**src/sv/tce_pkg.sv**
```systemverilog
// Package for the text console engine: shared types, codes and constants.
`timescale 1ns / 1ps
`default_nettype none

package tce_pkg;

    // Request and response payloads, fields in the order of the interface spec.
    typedef struct packed {
        logic [1:0]  op;
        logic [7:0]  char_code;
        logic [10:0] cell_index;
        logic [4:0]  new_row;
        logic [6:0]  new_col;
    } req_t;

    typedef struct packed {
        logic [7:0] cell_char;
        logic [7:0] cell_attr;
        logic [4:0] cursor_row;
        logic [6:0] cursor_col;
    } rsp_t;

    // Request opcodes.
    localparam logic [1:0] OP_PUT    = 2'd0;
    localparam logic [1:0] OP_READ   = 2'd1;
    localparam logic [1:0] OP_SETCUR = 2'd2;

    // Character codes the console interprets.
    localparam logic [7:0] CH_BACKSPACE = 8'd8;
    localparam logic [7:0] CH_TAB       = 8'd9;
    localparam logic [7:0] CH_NEWLINE   = 8'd10;
    localparam logic [7:0] CH_VTAB      = 8'd11;
    localparam logic [7:0] CH_FORMFEED  = 8'd12;
    localparam logic [7:0] CH_RETURN    = 8'd13;
    localparam logic [7:0] CH_PRINT_LO  = 8'd32;
    localparam logic [7:0] CH_PRINT_HI  = 8'd126;
    localparam logic [7:0] CH_SPACE     = 8'h20;
    localparam logic [7:0] TAB_STEP     = 8'd8;

    // A cell is {attribute, character}.
    localparam int unsigned CELL_W      = 16;
    localparam logic [7:0]  BLANK_ATTR  = 8'h0F;
    localparam logic [15:0] BLANK_CELL  = {BLANK_ATTR, CH_SPACE};

    // Configuration register indexes.
    localparam int unsigned CFG_INDEX_W    = 1;
    localparam logic [0:0]  CFG_TEXT_COLOR = 1'b0;
    localparam logic [0:0]  CFG_BACK_COLOR = 1'b1;
    localparam logic [3:0]  TEXT_COLOR_RESET = 4'hF;
    localparam logic [3:0]  BACK_COLOR_RESET = 4'h0;

    // Depth of the command queue between front and back (power of two).
    localparam int unsigned QUEUE_DEPTH = 2;

    // Classified command.
    typedef enum logic [3:0] {
        K_NOP,
        K_PRINT,
        K_NEWLINE,
        K_TAB,
        K_BACKSPACE,
        K_RETURN,
        K_VTAB,
        K_FORMFEED,
        K_READ,
        K_SETCUR
    } cmd_kind_t;

    typedef struct packed {
        cmd_kind_t   kind;
        logic [7:0]  char_code;
        logic [10:0] cell_index;
        logic [4:0]  row;
        logic [6:0]  col;
    } cmd_t;

    // Front to queue.
    typedef struct packed {
        logic push;
        cmd_t cmd;
    } front_push_t;

    // Back-end sequencer states.
    typedef enum logic [2:0] {
        ST_INIT,
        ST_IDLE,
        ST_EXEC,
        ST_NL_WRITE,
        ST_FILL,
        ST_SCROLL,
        ST_RESULT
    } state_t;

endpackage

`default_nettype wire

```
**src/sv/tce_queue.sv**
```systemverilog
// Short command queue between the front end and the back end.
`timescale 1ns / 1ps
`default_nettype none

module tce_queue (
    input  wire logic                 clk,
    input  wire logic                 rst_n,
    input  wire tce_pkg::front_push_t fpush,
    output logic                      full,
    input  wire logic                 pop,
    output tce_pkg::cmd_t             head,
    output logic                      head_valid
);

    localparam int unsigned PTR_W = $clog2(tce_pkg::QUEUE_DEPTH);

    tce_pkg::cmd_t    entry_reg [tce_pkg::QUEUE_DEPTH];
    logic [PTR_W-1:0] wr_ptr_reg, wr_ptr_next;
    logic [PTR_W-1:0] rd_ptr_reg, rd_ptr_next;
    logic [PTR_W:0]   count_reg, count_next;
    logic             do_pop;

    assign full       = count_reg == (PTR_W + 1)'(tce_pkg::QUEUE_DEPTH);
    assign head_valid = count_reg != '0;
    assign head       = entry_reg[rd_ptr_reg];
    assign do_pop     = pop && head_valid;

    always_comb
    begin
        wr_ptr_next = fpush.push ? wr_ptr_reg + 1'b1 : wr_ptr_reg;
        rd_ptr_next = do_pop ? rd_ptr_reg + 1'b1 : rd_ptr_reg;
        count_next  = count_reg;
        case ({fpush.push, do_pop})
            2'b10:   count_next = count_reg + 1'b1;
            2'b01:   count_next = count_reg - 1'b1;
            default: count_next = count_reg;
        endcase
    end

    always_ff @(posedge clk or negedge rst_n)
    begin
        if (!rst_n)
        begin
            wr_ptr_reg <= '0;
            rd_ptr_reg <= '0;
            count_reg  <= '0;
        end
        else
        begin
            wr_ptr_reg <= wr_ptr_next;
            rd_ptr_reg <= rd_ptr_next;
            count_reg  <= count_next;
        end
    end

    always_ff @(posedge clk)
    begin
        if (fpush.push)
        begin
            entry_reg[wr_ptr_reg] <= fpush.cmd;
        end
    end

endmodule

`default_nettype wire

```
**config.mk**
```make
export PLATFORM = sky130hd
export DESIGN_NAME = tce_queue
export DESIGN_NICKNAME = d
export VERILOG_FILES = /design/src/sv/tce_pkg.sv /design/src/sv/tce_queue.sv
export SDC_FILE = /design/constraint.sdc
export NUM_CORES = 1
export LEC_CHECK = 0
export ABC_AREA = 1
export BUFFER_PORTS_ARGS = -buffer_cell sky130_fd_sc_hd__buf_2
export CAP_MARGIN = 15
export CORE_ASPECT_RATIO = 1.5
export CORE_MARGIN = 10
export CORE_UTILIZATION = 35
export DETAILED_ROUTE_END_ITERATION = 10
export SKIP_CTS_REPAIR_TIMING = 1
export SLEW_MARGIN = 10
export SYNTH_ARGS = -nofsm -noshare
export SYNTH_HDL_FRONTEND = slang
export SYNTH_SLANG_ARGS = --single-unit
```
**constraint.sdc**
```tcl
create_clock -name clk -period 2.56 [get_ports clk]
set_input_delay 0.384 -clock clk [delete_from_list [all_inputs] [get_ports clk]]
set_output_delay 0.384 -clock clk [all_outputs]
set_load 0.01 [all_outputs]
```
==> impl_metrics.env <==
export IMPL_first_iter_violations=86
export IMPL_io_pins=76
export IMPL_drcViolationCount=0
export IMPL_p_leak_nw=1.57
export IMPL_use_met2_pct=17.9
export IMPL_rsz0062_at_grt="no"
export IMPL_worst_slew_pin_slew_ps=564
export IMPL_period_minus_slack_ps=1930
export IMPL_area_delta_synth_final_pct=27.1
export IMPL_power_w=0.00411
export IMPL_vias=1709
export IMPL_cp_arrival_ps=1550
export IMPL_start_util_pct=35.5
export IMPL_gr_total_overflow=0
export IMPL_gr_usage_met1_pct=9.54
export IMPL_synth_simple_gate_area_share_pct=16.9
export IMPL_slew_violations=0
export IMPL_htreeDepth=3
export IMPL_rows=40
export IMPL_cts_tree="built"
export IMPL_grt_use_met3_pct=2.88
export IMPL_cp_data_required_time_ps=2180
export IMPL_path_common_cell="nand2_1"
export IMPL_worstPathCellList="buf_4 -> nand2_1 -> nand2_1 -> buf_2"
export IMPL_synth_cell_type_count=15
export IMPL_worst_setup_path_type="reg -> out"
export IMPL_ys_warn_count=0
export IMPL_outcome="finished, final reports clean"
export IMPL_numCtsBuffers=9
export IMPL_setup_viol=0
export IMPL_fin_ws_ps=627
export IMPL_finClkSkew_ps=7.19
export IMPL_wl_um=5740
export IMPL_final_min_period_over_clock_period_pct=75.5
export IMPL_grt_pass1_wl_um=8940
export IMPL_maxCapViolCount=0
export IMPL_drive_above_1_share_pct=34.0
export IMPL_syn_avg_cell_area_um2=13.4
export IMPL_root_buffer="clkbuf_16"
export IMPL_worstPathMaxFanout=15
export IMPL_drt_pass1_iterations=4
export IMPL_postRouteAntennaNets=0
export IMPL_cp_end_kind="primary output"
export IMPL_cp_slowest_cell="dfrtp_1"
export IMPL_portBuffers=75
export IMPL_finalHoldViolCount=0
export IMPL_die_w_um=93.4
export IMPL_place_inst=388
export IMPL_synth_top_family_by_area="simple AND/OR/NAND/NOR gates"
export IMPL_final_cells=405
export IMPL_synth_top_area_share_pct=74.4
export IMPL_synth_area_leaders="edfxtp_1 74%, nand2_1 14%, dfrtp_1 3.5%"
export IMPL_yosysSeqAreaShare_pct=77.9
export IMPL_synthMuxAreaShare_pct=0
export IMPL_gr_usage_all_layers_pct=10.0
export IMPL_synthXorXnorAreaFrac_pct=0.620
export IMPL_startpoint_type="flip-flop"
export IMPL_yosys_register_bits=74
export IMPL_slew_headroom_pct=62.3
export IMPL_powerDensity_nw_per_um2=1150
export IMPL_cts_sinks=74
export IMPL_largest_register_ffs=70
export IMPL_antenna_found_initial=0
export IMPL_viasPerCell=4.22
export IMPL_gp_congestion=0.716
export IMPL_synth_top_area_cell="edfxtp_1"
export IMPL_syn_area_um2=2830
export IMPL_grt_max_degree=37
export IMPL_final_nets=335
export IMPL_cts_path_max_buffers=2
export IMPL_synthAdderAreaFrac_pct=0.443
export IMPL_die_area_um2=12100
export IMPL_ir_drop_mv=0.478
export IMPL_clock_latency_ps=330
export IMPL_first_global_vias=1771
export IMPL_fp_dieH_um=130
export IMPL_pre_cts_ws_ps=942
export IMPL_slowest_delay_ps=640
export IMPL_diodes=0
export IMPL_clk_pin_slew_ps=50
export IMPL_fmax_mhz=517
export IMPL_finalSetupTns_ps=0
export IMPL_post_dp_hpwl_um=4000
export IMPL_synth_compound_area_share_pct=0
export IMPL_hp_class="in -> reg"
export IMPL_wl_per_cell_um=14.2
export IMPL_synth_nets=251
export IMPL_synth_cells=211
export IMPL_core_um2=7960
export IMPL_top_usage_layer="met2"
[critical path: cells and delay by family, from the launching register on]
| family | cells | cell delay (ps) |
|---|---|---|
| DFF | 1 | 640 |
| and+or+nand+nor | 2 | 140 |
| buffers and inverters | 2 | 430 |
[cells in the final DEF (no fill, tap or decap), drive strengths merged]
cell / n
xor2: 1
dlygate4sd3: 1
clkbuf: 12
edfxtp: 70
clkinv: 3
ha: 1
xnor2: 1
buf: 79
inv: 8
bufinv: 1
nand3: 2
dfrtp: 4
nand4: 1
nor2: 2
nand2: 114
[cells in the mapped netlist]
| library cell | count |
|---|---|
| xnor2_1 | 1 |
| ha_1 | 1 |
| buf_4 | 2 |
| nor2_1 | 2 |
| xor2_1 | 1 |
| buf_12 | 1 |
| inv_8 | 1 |
| nand2_1 | 104 |
| inv_1 | 7 |
| nand4_1 | 1 |
| dfrtp_1 | 4 |
| nand2_2 | 10 |
| nand3_1 | 2 |
| edfxtp_1 | 70 |
| buf_6 | 4 |
[through the flow]
stage | utilization [%] | hold slack [ps] | area (um^2)
2_1_floorplan | - | 88.4 | 2830
3_3_place_gp | 41.5 | 198 | 3300
3_5_place_dp | 41.5 | 206 | 3300
4_1_cts | 45.0 | -150 | 3580
5_1_grt | 45.1 | 232 | 3590
6_report | 45.1 | 241 | 3590
[routing by layer]
metal / routed length (um) / vias to the layer above
li1: - / 870
met1: 2150 / 790
met5: 0 / -
met2: 3190 / 39
met4: 152 / 0
met3: 243 / 10
[final timing paths]
| check | endpoint | cells after the start | slack, ps | from |
|---|---|---|---|---|
| setup / recovery | head[4] | 4 | 630 | rd_ptr_reg |
| hold / removal | entry_reg[1][9] | 1 | 240 | fpush[9] |
| setup reg to reg | entry_reg[0][31] | 2 | 1090 | wr_ptr_reg |
| hold reg to reg | count_reg[1] | 2 | 470 | count_reg[1] |
| max in group asynchronous | count_reg[1] | 2 | 2040 | rst_n |
| min in group asynchronous | wr_ptr_reg | 2 | 390 | rst_n |
[layout make-up]
| type | count | area, um^2 |
|---|---|---|
| Sequential cell | 74 | 2200 |
| Clock inverter | 4 | 42.5 |
| Multi-Input combinational cell | 122 | 514 |
| Timing Repair Buffer | 80 | 428 |
| Inverter | 8 | 37.5 |
| Fill cell | 717 | 4370 |
| Tap cell | 105 | 131 |
| Clock buffer | 12 | 236 |
[power by group]
group          switching [W]  internal (W)  leakage (nW)
sequential          0.000106       0.00161         0.704
combinational       0.000788      0.000432         0.734
clock               0.000429      0.000746         0.136
[logic make-up after synthesis]
group | count (synthesis)
xor+xnor | 2
flops | 74
simple gates | 119
fa+ha+maj | 1
buf+inv | 15
Power figures use the tool's default switching activity.
