[src/sv/tce_pkg.sv]
// Package for the text console engine: shared types, codes and constants.
`timescale 1ns / 1ps
`default_nettype none

package tce_pkg;

    // Request and response payloads, fields in the order of the interface spec.
    typedef struct packed {
        logic [1:0]  op;
        logic [7:0]  char_code;
        logic [10:0] cell_index;
        logic [4:0]  new_row;
        logic [6:0]  new_col;
    } req_t;

    typedef struct packed {
        logic [7:0] cell_char;
        logic [7:0] cell_attr;
        logic [4:0] cursor_row;
        logic [6:0] cursor_col;
    } rsp_t;

    // Request opcodes.
    localparam logic [1:0] OP_PUT    = 2'd0;
    localparam logic [1:0] OP_READ   = 2'd1;
    localparam logic [1:0] OP_SETCUR = 2'd2;

    // Character codes the console interprets.
    localparam logic [7:0] CH_BACKSPACE = 8'd8;
    localparam logic [7:0] CH_TAB       = 8'd9;
    localparam logic [7:0] CH_NEWLINE   = 8'd10;
    localparam logic [7:0] CH_VTAB      = 8'd11;
    localparam logic [7:0] CH_FORMFEED  = 8'd12;
    localparam logic [7:0] CH_RETURN    = 8'd13;
    localparam logic [7:0] CH_PRINT_LO  = 8'd32;
    localparam logic [7:0] CH_PRINT_HI  = 8'd126;
    localparam logic [7:0] CH_SPACE     = 8'h20;
    localparam logic [7:0] TAB_STEP     = 8'd8;

    // A cell is {attribute, character}.
    localparam int unsigned CELL_W      = 16;
    localparam logic [7:0]  BLANK_ATTR  = 8'h0F;
    localparam logic [15:0] BLANK_CELL  = {BLANK_ATTR, CH_SPACE};

    // Configuration register indexes.
    localparam int unsigned CFG_INDEX_W    = 1;
    localparam logic [0:0]  CFG_TEXT_COLOR = 1'b0;
    localparam logic [0:0]  CFG_BACK_COLOR = 1'b1;
    localparam logic [3:0]  TEXT_COLOR_RESET = 4'hF;
    localparam logic [3:0]  BACK_COLOR_RESET = 4'h0;

    // Depth of the command queue between front and back (power of two).
    localparam int unsigned QUEUE_DEPTH = 2;

    // Classified command.
    typedef enum logic [3:0] {
        K_NOP,
        K_PRINT,
        K_NEWLINE,
        K_TAB,
        K_BACKSPACE,
        K_RETURN,
        K_VTAB,
        K_FORMFEED,
        K_READ,
        K_SETCUR
    } cmd_kind_t;

    typedef struct packed {
        cmd_kind_t   kind;
        logic [7:0]  char_code;
        logic [10:0] cell_index;
        logic [4:0]  row;
        logic [6:0]  col;
    } cmd_t;

    // Front to queue.
    typedef struct packed {
        logic push;
        cmd_t cmd;
    } front_push_t;

    // Back-end sequencer states.
    typedef enum logic [2:0] {
        ST_INIT,
        ST_IDLE,
        ST_EXEC,
        ST_NL_WRITE,
        ST_FILL,
        ST_SCROLL,
        ST_RESULT
    } state_t;

endpackage

`default_nettype wire

[src/sv/tce_front.sv]
// Front end: accept requests, classify them into commands, saturate operands.
`timescale 1ns / 1ps
`default_nettype none

module tce_front #(
    parameter int unsigned COLUMNS = 80,
    parameter int unsigned ROWS    = 25
) (
    input  wire logic                 req_valid,
    output logic                      req_stall,
    input  wire tce_pkg::req_t        req,
    input  wire logic                 queue_full,
    input  wire logic                 init_busy,
    output tce_pkg::front_push_t      fpush
);

    localparam int unsigned CELLS = COLUMNS * ROWS;

    tce_pkg::cmd_kind_t kind;
    logic               printable;
    logic               read_ok;

    assign req_stall = queue_full || init_busy;
    assign printable = (req.char_code >= tce_pkg::CH_PRINT_LO)
                    && (req.char_code <= tce_pkg::CH_PRINT_HI);
    assign read_ok   = {2'b00, req.cell_index} < 13'(CELLS);

    always_comb
    begin
        kind = tce_pkg::K_NOP;
        unique case (req.op)
            tce_pkg::OP_PUT:
            begin
                if (printable)
                begin
                    kind = tce_pkg::K_PRINT;
                end
                else
                begin
                    unique case (req.char_code)
                        tce_pkg::CH_NEWLINE:   kind = tce_pkg::K_NEWLINE;
                        tce_pkg::CH_TAB:       kind = tce_pkg::K_TAB;
                        tce_pkg::CH_BACKSPACE: kind = tce_pkg::K_BACKSPACE;
                        tce_pkg::CH_FORMFEED:  kind = tce_pkg::K_FORMFEED;
                        tce_pkg::CH_RETURN:    kind = tce_pkg::K_RETURN;
                        tce_pkg::CH_VTAB:      kind = tce_pkg::K_VTAB;
                        default:               kind = tce_pkg::K_NOP;
                    endcase
                end
            end
            // out-of-range reads answer zero, like a no-op
            tce_pkg::OP_READ:   kind = read_ok ? tce_pkg::K_READ : tce_pkg::K_NOP;
            tce_pkg::OP_SETCUR: kind = tce_pkg::K_SETCUR;
            default:            kind = tce_pkg::K_NOP;
        endcase
    end

    always_comb
    begin
        fpush.push           = req_valid && !req_stall;
        fpush.cmd.kind       = kind;
        fpush.cmd.char_code  = req.char_code;
        fpush.cmd.cell_index = req.cell_index;
        fpush.cmd.row        = ({1'b0, req.new_row} < 6'(ROWS))
                             ? req.new_row : 5'(ROWS - 1);
        fpush.cmd.col        = ({1'b0, req.new_col} < 8'(COLUMNS))
                             ? req.new_col : 7'(COLUMNS - 1);
    end

endmodule

`default_nettype wire

[config.mk]
export PLATFORM = sky130hd
export DESIGN_NAME = tce_front
export DESIGN_NICKNAME = d
export VERILOG_FILES = /design/src/sv/tce_pkg.sv /design/src/sv/tce_front.sv
export SDC_FILE = /design/constraint.sdc
export NUM_CORES = 1
export LEC_CHECK = 0
export BUFFER_PORTS_ARGS = -buffer_cell sky130_fd_sc_hd__buf_4
export CORE_MARGIN = 3
export CORE_UTILIZATION = 29
export DETAILED_ROUTE_END_ITERATION = 10
export MAX_ROUTING_LAYER = met4
export PLACE_DENSITY = 0.95
export SLEW_MARGIN = 30
export SYNTH_ARGS = -nofsm -noshare
export SYNTH_HDL_FRONTEND = slang
export SYNTH_SLANG_ARGS = --single-unit
[constraint.sdc]
create_clock -name vclk -period 2
set_input_delay 0.6 -clock vclk [all_inputs]
set_output_delay 0.6 -clock vclk [all_outputs]
set_load 0.02 [all_outputs]
==> results_dict.tcl, run 1 <==
set metrics [dict create \
    path_max_fanout 4 \
    synth-simple-area-share_pct 35.9 \
    fin_util_pct 69.0 \
    syn_to_final_growth_pct 112 \
    fin_setup_tns_ps -36.4 \
    syn-num-nets 93 \
    path_cells "buf_4 > o21ba_4 > o22a_1 > nor3_2 > buf_4" \
    grt_use_total_pct 15.5 \
    die_h_microns 42.2 \
    cp_data_arrival_time_ps 1420 \
    max_freq_mhz 495 \
    num_rows 12 \
    swShare_pct 46.6 \
    ys_seq_area_share_pct 0 \
    ir_drop_mv 0.129 \
    wl_met3_microns 163 \
    synth_compound_area_share_pct 14.5 \
    io-pin-count 73 \
    layout.nets 143 \
    cp-start-kind "input port" \
    grt_overflow 0 \
    critPathBufInv 2 \
    drt-met1-wl_microns 469 \
    violations "negative setup slack" \
    muxShareOfSynthArea_pct 2.63 \
    final_common_cell "buf_4" \
    switchingPower_w 0.0000957 \
    synth_cell_types 22 \
    viasPerCell 4.63 \
    cpMaxStageDelayCell "o22a_1" \
    worst_slew_pin_slew_ps 405 \
    diodes 0 \
    placed_cell_area_sq_um 769 \
    n_fill_cell 102 \
    cpPeakStageDelay_ps 220 \
    coreArea_sq_um 1170 \
    worst_slack_ps -18.4 \
    cts_hold_buf 0 \
    rsz0062_at_grt "true" \
    topRoutingLayerUsed "met3" \
    dieWidth_microns 42.2 \
    die_area_sq_um 1780 \
    n_sequential_cell 0 \
    p_per_area_nw_per_um2 254 \
    cap_violations 0 \
    met2WireLength_microns 836 \
    clock_buffers 0 \
    worstSetupPathType "input port to output pin" \
    synth_fa_ha_area_share_pct 0 \
    post_drt_wl_per_cell_microns 12.3 \
    path_common_cell "buf_4" \
    p_comb_share_pct 100.0 \
    p_clk_share_pct 0 \
    grt_pass1_wl_microns 2260 \
    route.antenna.remaining_nets 0 \
    drc 0 \
    hpwl_microns 1350 \
    grt_pass1_vias 575 \
    synthXorXnorAreaFrac_pct 4.61 \
    finalCriticalPeriod_ps 2020 \
    syn_avg_cell_area_sq_um 6.67 \
    dr.pass1.iters 1 \
    drive_gt1_share_pct 72.4 \
    drt_iter0_drc 0 \
    finalHoldViolCount 0 \
    synth_area_leaders "buf_4, nand2b_1, and2_1" \
    slew_headroom_pct 72.7 \
    wirelength_microns 1470 \
    stdcell_area_sq_um 808 \
    outcome "finished, violations left" \
    finalCritPeriodShare_pct 101 \
    yosysWarningCount 0 \
    synth_top_family_by_area "buffers and inverters" \
    setup_viol 2 \
    vias 551 \
    worstPathRequired_ps 1400 \
    yosys.area.top_type "buf_4" \
    leakagePower_nw 0.424 \
    holdCritPathClass "input port to output pin" \
    antenna_found_initial 0 \
    seq_area_sq_um 0 \
    grt_max_degree 6 \
    slew_viol_final 0 \
    intPower_w 0.000110 \
    initial_utilization_pct 32.5 \
    synth_top_area_share_pct 37.5 \
    mostFrequentLayoutCells "buf_4, nand2b_1, o21ai_0, and2_1" \
    synthCells 57 \
    io_buffers 65 \
    p_seq_share_pct 0 \
    crit_family "compound AO/OA/AOI/OAI gates" \
    place.gp.congestion 0.791 \
    critPathCaptureType "output pin" \
    synth_area_sq_um 380 \
    cts_setup_buffers 0 \
]
-- per-layer routing --
layer  track usage (%)  up-vias
met5                 -        -
met4             0.621        0
met3              1.72        0
met2              32.5       43
met1              15.6      237
li1                  -      271
-- synthesized netlist by cell type (2+ instances only) --
library cell / instances
nand2b_1: 5
buf_4: 19
inv_1: 2
clkbuf_1: 3
nand4b_1: 2
nand4_1: 2
and2_1: 3
nor2b_1: 2
nor2_1: 2
o21ai_0: 3
nor3_1: 3
-- through the flow --
stage               total power (W)  std cells  hold slack [ps]  setup slack [ps]
floorplan                  0.000112         57             1280              -111
global placement           0.000194        119             1200             -91.3
detailed placement         0.000199        119             1200              -152
CTS                        0.000207        119             1200             -27.8
global route               0.000217        119             1200             -73.1
finish                     0.000205        119             1200             -18.4
-- timing repair --
action,in CTS,in global routing
resized for setup,8,0
endpoints found under the setup margin,3,3
pin swaps,6,1
cloned,0,0
-- power groups by stage --
stage	sequential (W)	combinational, W	clock (W)
2_1_floorplan	0	0.000112	0
3_3_place_gp	0	0.000194	0
3_5_place_dp	0	0.000199	0
4_1_cts	0	0.000207	0
5_1_grt	0	0.000217	0
6_report	0	0.000205	0
-- path summary, 6_finish.rpt --
path | startpoint | end | cells past startpoint
worst max-delay path | req[28] | fpush[32] | 5
worst min-delay path | req[13] | fpush[13] | 0
-- kinds of logic after synthesis --
logic type / after synthesis
buffers and inverters: 24
muxes: 1
and+or+nand+nor: 22
AOI/OAI and AO/OA: 8
xor gates and xnor gates: 2
-- layout make-up --
cell class | count | area [sq um] | area share, %
timing repair buffer | 70 | 537 | 66.4
multi-input combinational | 33 | 246 | 30.5
tap | 14 | 17.5 | 2.17
inverter | 2 | 7.51 | 0.929
Power figures use the tool's default switching activity.
==> run 2: changes to the inputs <==
BUFFER_PORTS_ARGS = default   (was -buffer_cell sky130_fd_sc_hd__buf_4)
CORE_AREA = 3 3 40 42   (was default)
CORE_MARGIN = default   (was 3)
CORE_UTILIZATION = default   (was 29)
DIE_AREA = 0 0 43 45   (was default)
DONT_BUFFER_PORTS = 1   (was default)
PLACE_DENSITY = 0.52   (was 0.95)
clock period = 2.6 ns   (was 2 ns; I/O delays follow)
==> results_dict.tcl, run 2 (same netlist as run 1, synthesis figures left out) <==
set metrics [dict create \
    drt_iter0_drc 4 \
    critPathCaptureType "output pin" \
    min-delay-start "req[12]" \
    wirelength_microns 790 \
    drive_gt1_share_pct 13.2 \
    worst_slew_pin_slew_ps 475 \
    dr.pass1.iters 3 \
    cts_hold_buf 0 \
    clock_buffers 0 \
    worstPathRequired_ps 1820 \
    slew_headroom_pct 67.4 \
    route.antenna.remaining_nets 0 \
    place.gp.congestion 0.799 \
    path_max_fanout 4 \
    initial_utilization_pct 29.6 \
    io-pin-count 73 \
    worstHoldEndpoint "fpush[12]" \
    hold_path_depth 0 \
    grt_overflow 0 \
    outcome "complete, no violations" \
    n_fill_cell 145 \
    diodes 0 \
    cts_setup_buffers 0 \
    worstSetupPathType "input port to output pin" \
    grt_pass1_wl_microns 1060 \
    vias 291 \
    finalCritPeriodShare_pct 89.8 \
    io_buffers 0 \
    viasPerCell 5.49 \
    setup_viol 0 \
    layout.nets 76 \
    n_sequential_cell 0 \
    final_common_cell "nand2b_1" \
    leakagePower_nw 0.0966 \
    seq_area_sq_um 0 \
    cap_violations 0 \
    coreArea_sq_um 1280 \
    dieWidth_microns 43 \
    num_rows 13 \
    post_drt_wl_per_cell_microns 14.9 \
    die_h_microns 45 \
    worst_hold_slack_ps 1560 \
    cp-start-kind "input port" \
    grt_pass1_vias 265 \
    mostFrequentLayoutCells "nand2b_1, nor3_1, o21ai_0, and2_1, buf_4" \
    syn_to_final_growth_pct -29.6 \
    drc 0 \
    hpwl_microns 737 \
    die_area_sq_um 1940 \
    finalCriticalPeriod_ps 2330 \
    cts_resized 0 \
    fin_setup_tns_ps 0 \
    multi_input_area_sq_um 219 \
    ir_drop_mv 0.0709 \
    p_per_area_nw_per_um2 161 \
    grt_use_total_pct 6.83 \
    rsz0062_at_grt "false" \
    max_freq_mhz 428 \
    finalHoldViolCount 0 \
    slew_viol_final 0 \
    holdCritPathClass "input port to output pin" \
    grt_max_degree 6 \
    antenna_found_initial 0 \
    cp_data_arrival_time_ps 1550 \
]
## run 2: cell count changes in the layout (fill, tap and decap cells not counted), sizes merged
cell  delta
buf     -67
## run 2: cell type report
| class | instances | share of cell area (%) |
|---|---|---|
| well taps | 15 | 7.01 |
| multi-input cells | 33 | 81.8 |
| repair buffers | 3 | 8.41 |
| inverters | 2 | 2.80 |
## run 2: metal layers
metal	track usage, %	share of wire (%)
met3	0.797	18
met4	2.41	1.5
met1	7.86	30
met2	12.3	50
met5	-	0
## run 2: stage by stage
stage          setup slack (ps)   power, W  cell area (sq um)  std cells  utilization (%)
2_1_floorplan               129  0.0000859                380         57                -
3_3_place_gp                290  0.0000435                268         53             20.8
3_5_place_dp                273  0.0000435                268         53             20.8
4_1_cts                     263  0.0000434                268         53             20.8
5_1_grt                     169  0.0000458                268         53             20.8
6_report                    266  0.0000430                268         53             20.8
## run 2: report_power, final
part | internal [W] | total, W | leakage [nW] | switching, W
Sequential | 0 | 0 | 0 | 0
Combinational | 0.0000156 | 0.0000430 | 0.0966 | 0.0000274
Clock | 0 | 0 | 0 | 0
Total | 0.0000156 | 0.0000430 | 0.0966 | 0.0000274
## run 2: worst max-delay path by stage
stage          startpoint         to  slack (ps)  depth (start not counted)
4_1_cts           req[32]  fpush[32]         260                          4
2_1_floorplan     req[32]  fpush[32]         130                          3
6_report          req[28]  fpush[32]         270                          4
5_1_grt           req[28]  fpush[33]         170                          4
3_5_place_dp      req[32]  fpush[32]         270                          4
3_3_place_gp      req[28]  fpush[33]         290                          4
## run 2: worst max-delay path, stage by stage
cell       delay [ps]
nor3_1            230
nand4bb_1         170
nor3_1            200
buf_4             170
